--- config.mk ---
export PLATFORM = sky130hd
export DESIGN_NAME = hermite_curve_point_eval_unit
export DESIGN_NICKNAME = d
export VERILOG_FILES = /design/src/hdl/hcpe_pkg.sv /design/src/hdl/hcpe_serial_mul.sv /design/src/hdl/hermite_curve_point_eval_unit.sv
export VERILOG_INCLUDE_DIRS = /design/src /design/src/hdl
export SDC_FILE = /design/constraint.sdc
export NUM_CORES = 2
export LEC_CHECK = 0
export ABC_AREA = 1
export BUFFER_PORTS_ARGS = -buffer_cell sky130_fd_sc_hd__buf_2
export CAP_MARGIN = 5
export CORE_MARGIN = 4
export CORE_UTILIZATION = 40
export DETAILED_ROUTE_END_ITERATION = 8
export SLEW_MARGIN = 20
export SYNTH_ARGS = -nofsm -noshare
export SYNTH_HDL_FRONTEND = slang
export SYNTH_SLANG_ARGS = --single-unit
--- constraint.sdc ---
create_clock -name clock -period 9.5 [get_ports clock]
set_clock_uncertainty 0.15 [all_clocks]
set_input_delay 0.475 -clock clock [delete_from_list [all_inputs] [get_ports clock]]
set_output_delay 0.475 -clock clock [all_outputs]
set_load 0.03 [all_outputs]
--- src/hdl/assert_macros.svh ---
// Assertion macros shared by the curve evaluator RTL.
// Depends on nothing; included by files that carry assertions.
`ifndef ASSERT_MACROS_SVH
`define ASSERT_MACROS_SVH
`define ASSERT_CLK(label, clk, rst, prop, msg) \
   label: assert property (@(posedge clk) disable iff (rst) (prop)) else $error(msg);
`define ASSERT_CLK_NR(label, clk, prop, msg) \
   label: assert property (@(posedge clk) (prop)) else $error(msg);
`endif

--- src/hdl/hcpe_pkg.sv ---
// Package for the Hermite curve point evaluator: widths, constants, state type.
// No dependencies.
`timescale 1ns / 1ps
`default_nettype none
package hcpe_pkg;
   localparam int COORD_BITS = 18;
   localparam int INDEX_BITS = 10;
   localparam int STEP_BITS  = 16;
   localparam int FRAC_SHIFT = 16;
   localparam int T_BITS     = FRAC_SHIFT + 1;
   localparam int TRAW_BITS  = INDEX_BITS + STEP_BITS;
   // coefficient and accumulator width: A is at most 6x a coordinate, plus Horner growth
   localparam int ACC_BITS   = COORD_BITS + 6;
   localparam int PROD_BITS  = ACC_BITS + T_BITS + 1;
   localparam int CNT_BITS   = $clog2(PROD_BITS + 1);
   localparam logic [STEP_BITS-1:0] STEP_RESET = STEP_BITS'(655);
   localparam logic [TRAW_BITS-1:0] T_ONE = TRAW_BITS'(65536);
   localparam logic CMD_LOAD = 1'b0;
   localparam logic CMD_EVAL = 1'b1;

   typedef enum logic [2:0] {
      ST_IDLE,
      ST_COEF,
      ST_MUL,
      ST_ADD,
      ST_NEXT,
      ST_DONE
   } state_type;
endpackage
`default_nettype wire

--- src/hdl/hcpe_serial_mul.sv ---
// Bit-serial signed by unsigned multiplier: one bit of t per cycle.
// Depends on hcpe_pkg and assert_macros.svh.
`timescale 1ns / 1ps
`default_nettype none
`include "assert_macros.svh"
module hcpe_serial_mul (
   input  wire logic                               clock,
   input  wire logic                               reset,
   input  wire logic                               start,
   input  wire logic signed [hcpe_pkg::ACC_BITS-1:0] mcand,
   input  wire logic        [hcpe_pkg::T_BITS-1:0]   mplier,
   output logic                                     done,
   output logic signed [hcpe_pkg::PROD_BITS-1:0]     product
);
   import hcpe_pkg::*;

   logic                           busy_ff, busy_in;
   logic [CNT_BITS-1:0]            cnt_ff, cnt_in;
   logic [T_BITS-1:0]              mp_ff, mp_in;
   logic signed [PROD_BITS-1:0]    mc_ff, mc_in;
   logic signed [PROD_BITS-1:0]    acc_ff, acc_in;
   logic                           done_ff, done_in;

   always_comb begin
      busy_in = busy_ff;
      cnt_in  = cnt_ff;
      mp_in   = mp_ff;
      mc_in   = mc_ff;
      acc_in  = acc_ff;
      done_in = 1'b0;
      if (start) begin
         busy_in = 1'b1;
         cnt_in  = '0;
         mp_in   = mplier;
         mc_in   = PROD_BITS'(mcand);
         acc_in  = '0;
      end else if (busy_ff) begin
         if (mp_ff[0]) begin
            acc_in = acc_ff + mc_ff;
         end
         mp_in  = mp_ff >> 1;
         mc_in  = mc_ff <<< 1;
         cnt_in = cnt_ff + 1'b1;
         if (cnt_ff == CNT_BITS'(T_BITS - 1)) begin
            busy_in = 1'b0;
            done_in = 1'b1;
         end
      end
   end

   always_ff @(posedge clock) begin
      if (reset) begin
         busy_ff <= 1'b0;
         done_ff <= 1'b0;
         cnt_ff  <= '0;
      end else begin
         busy_ff <= busy_in;
         done_ff <= done_in;
         cnt_ff  <= cnt_in;
      end
      mp_ff  <= mp_in;
      mc_ff  <= mc_in;
      acc_ff <= acc_in;
   end

   assign done    = done_ff;
   assign product = acc_ff;

   `ASSERT_CLK(a_done_after_busy, clock, reset, done_ff |-> $past(busy_ff), "done without busy")
   `ASSERT_CLK(a_no_start_busy, clock, reset, start |-> !busy_ff, "start while busy")
   `ASSERT_CLK(a_cnt_range, clock, reset, busy_ff |-> cnt_ff < CNT_BITS'(T_BITS), "count overrun")
endmodule
`default_nettype wire

--- src/hdl/hermite_curve_point_eval_unit.sv ---
// Top level of the Hermite curve point evaluator: control store, sequencer, output register.
// Depends on hcpe_pkg, hcpe_serial_mul and assert_macros.svh.
//
//  channel | ports                                   | dir
//  req     | req_valid/req_stall, command..point_index | in
//  rsp     | rsp_valid/rsp_stall, out_x..beyond_end    | out
//  csr     | csr_write_enable/csr_write_data           | in
//
// A load writes its slot's three coordinates and leaves the sequencer idle. An evaluate
// walks the sequencer per axis: one coefficient state, three multiplies each followed by
// an add state, and one store state; then a done state posts the result on rsp_valid.
// The next item is taken the cycle after the result transfers, so evaluates do not overlap.
// Synchronous reset clears the control vectors and sets the step to 655.
// A stalled result holds, and the next item waits until it transfers.
`timescale 1ns / 1ps
`default_nettype none
`include "assert_macros.svh"
module hermite_curve_point_eval_unit (
   input  wire logic                                  clock,
   input  wire logic                                  reset,
   input  wire logic                                  req_valid,
   output logic                                       req_stall,
   input  wire logic                                  req_command,
   input  wire logic [1:0]                            req_slot,
   input  wire logic signed [hcpe_pkg::COORD_BITS-1:0] req_vec_x,
   input  wire logic signed [hcpe_pkg::COORD_BITS-1:0] req_vec_y,
   input  wire logic signed [hcpe_pkg::COORD_BITS-1:0] req_vec_z,
   input  wire logic [hcpe_pkg::INDEX_BITS-1:0]       req_point_index,
   output logic                                       rsp_valid,
   input  wire logic                                  rsp_stall,
   output logic signed [hcpe_pkg::COORD_BITS-1:0]      rsp_out_x,
   output logic signed [hcpe_pkg::COORD_BITS-1:0]      rsp_out_y,
   output logic signed [hcpe_pkg::COORD_BITS-1:0]      rsp_out_z,
   output logic                                       rsp_beyond_end,
   input  wire logic                                  csr_write_enable,
   input  wire logic [hcpe_pkg::STEP_BITS-1:0]        csr_write_data
);
   import hcpe_pkg::*;

   localparam logic signed [PROD_BITS-1:0] HALF = PROD_BITS'(1) <<< (FRAC_SHIFT - 1);
   localparam logic signed [COORD_BITS-1:0] SAT_HI = {1'b0, {(COORD_BITS-1){1'b1}}};
   localparam logic signed [COORD_BITS-1:0] SAT_LO = {1'b1, {(COORD_BITS-1){1'b0}}};

   logic signed [COORD_BITS-1:0] vec_ff [12];
   logic [STEP_BITS-1:0]         step_ff;
   state_type                    state_ff, state_in;
   logic [1:0]                   axis_ff, axis_in;
   logic [1:0]                   pass_ff, pass_in;
   logic [T_BITS-1:0]            t_ff, t_in;
   logic                         beyond_ff, beyond_in;
   logic signed [ACC_BITS-1:0]   acc_ff, acc_in;
   logic signed [ACC_BITS-1:0]   cb_ff, cb_in;
   logic signed [COORD_BITS-1:0] res_ff [3];
   logic signed [COORD_BITS-1:0] res_in;
   logic                         rsp_valid_ff, rsp_valid_in;
   logic                         rsp_beyond_ff;
   logic                         mul_start;
   logic                         mul_done;
   logic signed [PROD_BITS-1:0]  mul_prod;
   logic [TRAW_BITS-1:0]         traw;
   logic                         take;
   logic                         load_take;
   logic                         eval_take;
   logic signed [ACC_BITS-1:0]   p0, p1, tg0, tg1, ca, cbv, addend;
   logic signed [PROD_BITS-1:0]  rounded;

   assign req_stall = (state_ff != ST_IDLE) || rsp_valid_ff;
   assign take      = req_valid && !req_stall;
   assign load_take = take && (req_command == CMD_LOAD);
   assign eval_take = take && (req_command == CMD_EVAL);
   assign traw      = TRAW_BITS'(req_point_index) * TRAW_BITS'(step_ff);

   assign p0  = ACC_BITS'(vec_ff[{2'd0, axis_ff}]);
   assign p1  = ACC_BITS'(vec_ff[4'd3 + {2'd0, axis_ff}]);
   assign tg0 = ACC_BITS'(vec_ff[4'd6 + {2'd0, axis_ff}]);
   assign tg1 = ACC_BITS'(vec_ff[4'd9 + {2'd0, axis_ff}]);
   assign ca  = (p0 <<< 1) - (p1 <<< 1) + tg0 + tg1;
   assign cbv = (p1 - p0) + ((p1 - p0) <<< 1) - (tg0 <<< 1) - tg1;
   assign rounded = (mul_prod + HALF) >>> FRAC_SHIFT;

   always_comb begin
      unique case (pass_ff)
         2'd0:    addend = cb_ff;
         2'd1:    addend = tg0;
         default: addend = p0;
      endcase
   end

   always_comb begin
      state_in = state_ff;
      unique case (state_ff)
         ST_IDLE: if (eval_take) state_in = ST_COEF;
         ST_COEF: state_in = ST_MUL;
         ST_MUL:  if (mul_done) state_in = ST_ADD;
         ST_ADD:  state_in = (pass_ff == 2'd2) ? ST_NEXT : ST_MUL;
         ST_NEXT: state_in = (axis_ff == 2'd2) ? ST_DONE : ST_COEF;
         ST_DONE: state_in = ST_IDLE;
         default: state_in = ST_IDLE;
      endcase
   end

   always_comb begin
      axis_in      = axis_ff;
      pass_in      = pass_ff;
      t_in         = t_ff;
      beyond_in    = beyond_ff;
      acc_in       = acc_ff;
      cb_in        = cb_ff;
      mul_start    = 1'b0;
      rsp_valid_in = rsp_valid_ff && rsp_stall;
      res_in       = (acc_ff > ACC_BITS'(SAT_HI)) ? SAT_HI :
                     (acc_ff < ACC_BITS'(SAT_LO)) ? SAT_LO : COORD_BITS'(acc_ff);
      unique case (state_ff)
         ST_IDLE: begin
            if (eval_take) begin
               axis_in   = 2'd0;
               beyond_in = traw > T_ONE;
               t_in      = (traw > T_ONE) ? T_BITS'(T_ONE) : T_BITS'(traw);
            end
         end
         ST_COEF: begin
            acc_in    = ca;
            cb_in     = cbv;
            pass_in   = 2'd0;
            mul_start = 1'b1;
         end
         ST_MUL: ;
         ST_ADD: begin
            acc_in = ACC_BITS'(rounded) + addend;
            if (pass_ff != 2'd2) begin
               pass_in   = pass_ff + 2'd1;
               mul_start = 1'b1;
            end
         end
         ST_NEXT: axis_in = axis_ff + 2'd1;
         ST_DONE: rsp_valid_in = 1'b1;
         default: ;
      endcase
   end

   hcpe_serial_mul u_mul (
      .clock   (clock),
      .reset   (reset),
      .start   (mul_start),
      .mcand   (acc_in),
      .mplier  (t_ff),
      .done    (mul_done),
      .product (mul_prod)
   );

   always_ff @(posedge clock) begin
      if (reset) begin
         state_ff     <= ST_IDLE;
         rsp_valid_ff <= 1'b0;
         step_ff      <= STEP_RESET;
         for (int i = 0; i < 12; i++) begin
            vec_ff[i] <= '0;
         end
      end else begin
         state_ff     <= state_in;
         rsp_valid_ff <= rsp_valid_in;
         if (csr_write_enable) begin
            step_ff <= csr_write_data;
         end
         if (load_take) begin
            vec_ff[{req_slot, 2'b00} - {2'b00, req_slot}] <= req_vec_x;
            vec_ff[{req_slot, 2'b00} - {2'b00, req_slot} + 4'd1] <= req_vec_y;
            vec_ff[{req_slot, 2'b00} - {2'b00, req_slot} + 4'd2] <= req_vec_z;
         end
      end
      axis_ff   <= axis_in;
      pass_ff   <= pass_in;
      t_ff      <= t_in;
      beyond_ff <= beyond_in;
      acc_ff    <= acc_in;
      cb_ff     <= cb_in;
      if (state_ff == ST_NEXT) begin
         res_ff[axis_ff] <= res_in;
      end
      if (state_ff == ST_DONE) begin
         rsp_beyond_ff <= beyond_ff;
      end
   end

   assign rsp_valid      = rsp_valid_ff;
   assign rsp_out_x      = res_ff[0];
   assign rsp_out_y      = res_ff[1];
   assign rsp_out_z      = res_ff[2];
   assign rsp_beyond_end = rsp_beyond_ff;

   `ASSERT_CLK(a_hold_rsp, clock, reset, rsp_valid_ff && rsp_stall |=> rsp_valid_ff && $stable(rsp_out_x), "result dropped")
   `ASSERT_CLK(a_stall_busy, clock, reset, (state_ff != ST_IDLE) |-> req_stall, "took item while busy")
   `ASSERT_CLK(a_axis_range, clock, reset, axis_ff != 2'd3 || state_ff == ST_IDLE || state_ff == ST_DONE, "axis out of range")
endmodule
`default_nettype wire
# Word-level counts from Yosys, hierarchy flattened
# Memory sizes are Yosys's and may differ from the RTL's. A register that Yosys moved wholly into a read port is not among the register bits.
# Index checks and enable logic that the tools add are counted.
# totals
ff_bits	200
n_memories	2
ramBits	270
elab_cells	119
# mem_list
name	words	width	rd	rd_clocked_by_memory_dff	write_ports	line_no	rtl
vec_ff	12	18	4	1	12	hermite_curve_point_eval_unit.sv:44	logic signed [COORD_BITS-1:0] vec_ff [12];
res_ff	3	18	3	0	1	hermite_curve_point_eval_unit.sv:53	logic signed [COORD_BITS-1:0] res_ff [3];
# op_classes
n_reduce_logical	22
n_eq_ne	13
muxes	41
magnitude_cmp	3
bitwise	2
n_addsub	19
mul	1
# ops
cell	count
$pmux 24 s2	2
$mux 18	5
$mux 42	2
$reduce_or 18->1	3
$add 42x42->42	1
$add 40x17->40 const B	1
$mux 17	2
$gt 26x17->1 const B	1
$mul 10x16->26	1
$add 24x24->24	1
$gt 24x18->1 const B	1
$lt 24x18->1 const B	1
$sub 22x18->23	1
$add 21x18->22	1
$sub 21x19->22	1
$add 19x20->21	1
$add 20x18->21	1
$sub 19x19->20	1
$sub 18x18->19	1
$mux 1	16
$mux 4	4
$pmux 3 s5	1
$mux 3	4
$reduce_and 2->1	5
other kinds (29)	43

# Longest topological paths before layout
# logic_depth
word_depth	10
depth_mapped	37
depth_no_buf	31

# By module
# From an unflattened synthesis, not the netlist that was laid out.
# unflattened
hier_cells	5516
hier_area_um2	42609.6
# modules_own_cells
module	area_each_um2	seq_area_each_um2	instances	cells_each
hermite_curve_point_eval_unit	35043.6	12572.1	1	4369
hcpe_serial_mul	7566.0	2772.7	1	1147

# Least setup slack after synthesis
# No wires, ideal clock.
# synth_timing
kind	reg2reg
from	reg axis_ff[0]
to	reg cb_ff[20], data pin
required_time_ps	9091
setup_time_ps	259
n_path_buf	7
arrival_time_ps	6561
slack_ps	2531
synth_period_minus_slack_ps	6969
stages_incl_launch_ff	35
cell_sequence	edfxtp_1 -> buf_2 -> inv_1 -> buf_2 -> clkbuf_1 -> clkbuf_1 -> ha_1 -> clkbuf_1 -> inv_1 -> clkbuf_1 -> clkbuf_1 -> nor2_1 -> o21ai_0 -> a31oi_1 -> fa_1 -> nand3_1 -> a21boi_0 -> o21ai_0 -> o21ai_0 -> a21boi_0 -> o21ai_0 -> xnor2_1 -> fa_1 -> fa_1 -> inv_1 -> ha_1 -> nand2_1 -> nor2_1 -> nand2_1 -> o211ai_1 -> a21oi_1 -> o21bai_1 -> nand2_1 -> nand2_1 -> xor2_1
# synth_via
elab_chain_len	6
elab_cells_between_ends	8
cone_classes	add/sub: 7; memory: 1
# synth_lines
element	line_no	rtl
from (decl)	hermite_curve_point_eval_unit.sv:47	logic [1:0] axis_ff, axis_in;
from (signal assigned)	hermite_curve_point_eval_unit.sv:171	axis_ff <= axis_in;
$add 2x2->3	hermite_curve_point_eval_unit.sv:74	assign p1 = ACC_BITS'(vec_ff[4'd3 + {2'd0, axis_ff}]);
$mem_v2 12x18 (*)	-	
$sub 18x18->19	hermite_curve_point_eval_unit.sv:78	assign cbv = (p1 - p0) + ((p1 - p0) <<< 1) - (tg0 <<< 1) - tg1;
$add 19x20->21	hermite_curve_point_eval_unit.sv:78	
$sub 21x19->22	hermite_curve_point_eval_unit.sv:78	
$sub 22x18->23 (*)	hermite_curve_point_eval_unit.sv:78	
via cbv[20]	hermite_curve_point_eval_unit.sv:64	logic signed [ACC_BITS-1:0] p0, p1, tg0, tg1, ca, cbv, addend;
to (signal assigned)	hermite_curve_point_eval_unit.sv:176	cb_ff <= cb_in;
to (decl)	hermite_curve_point_eval_unit.sv:52	logic signed [ACC_BITS-1:0] cb_ff, cb_in;
# Mark *: on every way through the listed nets, which the timed path passes. The rest lies on a longest branch.
# A chain may end at the register's enable or synchronous reset.

# Worst setup path in the final report
# layout_timing
from	reg axis_ff[1]
to	reg cb_ff[20], data pin
# Same word-level chain as after synthesis.

==> impl_metrics.yaml <==
outcome:
  status: "complete, no violations"
timing:
  setup_ws_ps: 1360
  setup_viol: 0
  worst_pin_slew_ps: 1150
  maxSlewViolCount: 0
  rsz0062_at_grt: "false"
  holdWs_ps: 43.1
  max_slew_margin: 0.232
  fin_crit_ps: 8140
  tns_ps: 0
  fmax_mhz: 123
  period_share: 0.856
  finalHoldViolCount: 0
synth:
  yosys.area.top_type: "edfxtp_1"
  syn-mean-instance-area_um2: 7.77
  yosys_warnings: 0
  synth_xor_area_frac: 0.0187
  synth_ff_type: "edfxtp_1"
  synth-compound-area-share: 0.163
  synth_adder_area_share: 0.153
  synth_top_family_by_area: "simple AND/OR/NAND/NOR gates"
  synth_common_cells: "1185 x nand2_1, 723 x inv_1, 553 x o21ai_0"
  ys_types: 56
  synth_edf_count: 445
  synth_area_leaders: "edfxtp_1 32%, nand2_1 11%, fa_1 9.0%, o21ai_0 6.6%, inv_1 6.5%"
  syn_inst: 5357
  seq_area_frac_synth: 0.366
  synth-seq-cells: 539
  synth_mux_area_frac: 0.000240
  synth_top_cell_area_share: 0.321
  netlist_area_um2: 41600
  syn_nets: 5841
  synth-simple-area-share: 0.207
  synthArstFlopShare: 0
  yosysMostFrequentCell: "nand2_1"
critical_path:
  crit_path_max_fanout: 62
  slowest_delay_ps: 880
  r2r_slack_ps: 1360
  cp_num_buf_inv: 3
  r2r_start: "axis_ff[1]"
  start_kind: "register"
  reg2reg_depth: 25
  critPathLaunch: "axis_ff[1]"
  path_common_cell: "o21ai_0"
  cp_top_family: "compound AO/OA/AOI/OAI gates"
  cp.required_ps: 9750
  cp_num_cells: 25
  critPathKind: "register to register"
  crit_arrival_ps: 8380
  critPathCapture: "cb_ff[20]"
  reg2reg_to: "cb_ff[20]"
  cpMaxStageDelayCell: "edfxtp_1"
  cp-end-kind: "register"
clock_network:
  clock_sinks: 539
  root_buffer: "clkbuf_16"
  h-tree-depth: 3
  clk_path_buf_depth: 3
  path_clk_slew_ps: 60
  clock_latency_ps: 650
  post_cts_buffers: 0
  cts_tree: "done"
  cts_buffers: 68
pwr:
  p_leak_nw: 20.9
  power_density_nw_per_um2: 379
  max-vdd-ir-drop_mv: 0.428
die:
  die_h_um: 331
  num_rows: 118
  ioPinCount: 145
  dieArea_um2: 109000
  coreArea_um2: 103000
  die_w_um: 331
  start_util: 0.402
hold_path:
  hold_path.class: "input port to register"
routing:
  wl_met3_um: 14700
  drtIter0Drc: 4851
  wl_per_cell_um: 21.5
  routed-wl-met2_um: 63400
  met1_length_um: 62900
  num_vias: 38490
  dr.pass1.iters: 9
  drc: 0
  top_layer: "met5"
  ant_nets: 0
  drt_wl_total_um: 146000
  avgViaCountPerCell: 5.65
grt:
  grt_pass1_wl_um: 222000
  grt_max_degree: 86
  first_global_vias: 36447
  antenna_found_initial: 7
  grt_overflow: 0
  grt_use_total: 0.265
cells_and_area:
  layout.nets: 5860
  postLayoutCellArea_um2: 46000
  drive_gt1_frac: 0.0654
  syn2layout_area_growth_pct: 10.4
  fin_util: 0.444
placed_design:
  dpl_worst_slack_ps: 1480
  dpl.hpwl_um: 110000
  gp_congestion: 0.961
  placed_area_um2: 43500
  io_buffer_count: 144
flow_run:
  drv_cap: 0
-- routing by layer --
metal,GRT usage,vias up
li1,-,17871
met1,0.376,18344
met2,0.407,1917
met3,0.0499,350
met4,0.0905,8
met5,0,-
-- state kept, by name, indices dropped and copies added (netlist names), 3 cells and up, named ones only --
register,flops
u_mul.mp_ff,17
vec_ff,288
u_mul.product,40
u_mul.cnt_ff,6
u_mul.mc_ff,40
res_ff,54
state_ff,3
t_ff,17
cb_ff,23
acc_ff,24
step_ff,16
-- worst min-delay path, cell delays in order --
cell and delay, ps:
buf_2 120, nand3_1 70, o21ai_0 70
-- placed cells by master (no fill, tap or decap), drive strengths merged, types with 34 or more instances in the layout --
master / instances
clkbuf: 80
nand3: 251
nor2: 548
nand4: 35
o22ai: 49
o211ai: 71
xor2: 62
nand2: 1192
clkinv: 34
a31oi: 59
nor3: 52
fa: 187
inv: 740
ha: 209
dfxtp: 94
buf: 196
edfxtp: 445
o21ai: 557
a21oi: 339
-- layout make-up --
class / count / area (µm²)
Clock inverter: 42 / 522
Tap cell: 1380 / 1730
Sequential cell: 539 / 15200
Fill cell: 10471 / 57500
Clock buffer: 80 / 1760
Timing Repair Buffer: 213 / 1280
Multi-Input combinational cell: 3808 / 22600
Inverter: 746 / 2800
Antenna cell: 1 / 2.50
-- worst min path at each step --
| stage | end | from | slack [ps] | cells after the start |
|---|---|---|---|---|
| after floorplan | rsp_beyond_end | beyond_ff | 250 | 0 |
| after global placement | rsp_beyond_end | beyond_ff | 290 | 0 |
| after detailed placement | rsp_beyond_end | beyond_ff | 290 | 0 |
| after CTS | rsp_valid | reset | 5 | 2 |
| after global routing | u_mul.busy_ff | reset | 20 | 2 |
| final | vec_ff[10][10] | req_vec_y[10] | 40 | 3 |
-- where the power goes --
group          total [mW]  internal, mW  switching [mW]  leakage, nW
combinational        11.1          3.84            7.21         14.7
sequential           3.64          3.39           0.255         5.12
clock                2.71          1.59            1.12         1.10
total                17.4          8.81            8.59         20.9
-- kinds of logic after synthesis --
| kind of cell | Yosys count |
|---|---|
| DFF | 539 |
| muxes | 1 |
| adders and majority gates | 396 |
| buffers and inverters | 1010 |
| xor gates and xnor gates | 89 |
| AOI/OAI and AO/OA | 1208 |
| and+or+nand+nor | 2114 |
-- timing repair --
action | 4_1_cts | 5_1_grt
gates resized for setup | 0 | 0
hold endpoints to repair | 17 | 0
hold buffers | 17 | 0
-- per-stage QoR --
stage | total power [mW] | std cells
5_1_grt | 19.1 | 6808
2_1_floorplan | 11.7 | 5357
4_1_cts | 17.4 | 6808
3_3_place_gp | 14.5 | 6669
3_5_place_dp | 14.6 | 6669
6_report | 17.4 | 6809
Note: power is estimated with default switching activity, not from simulation.
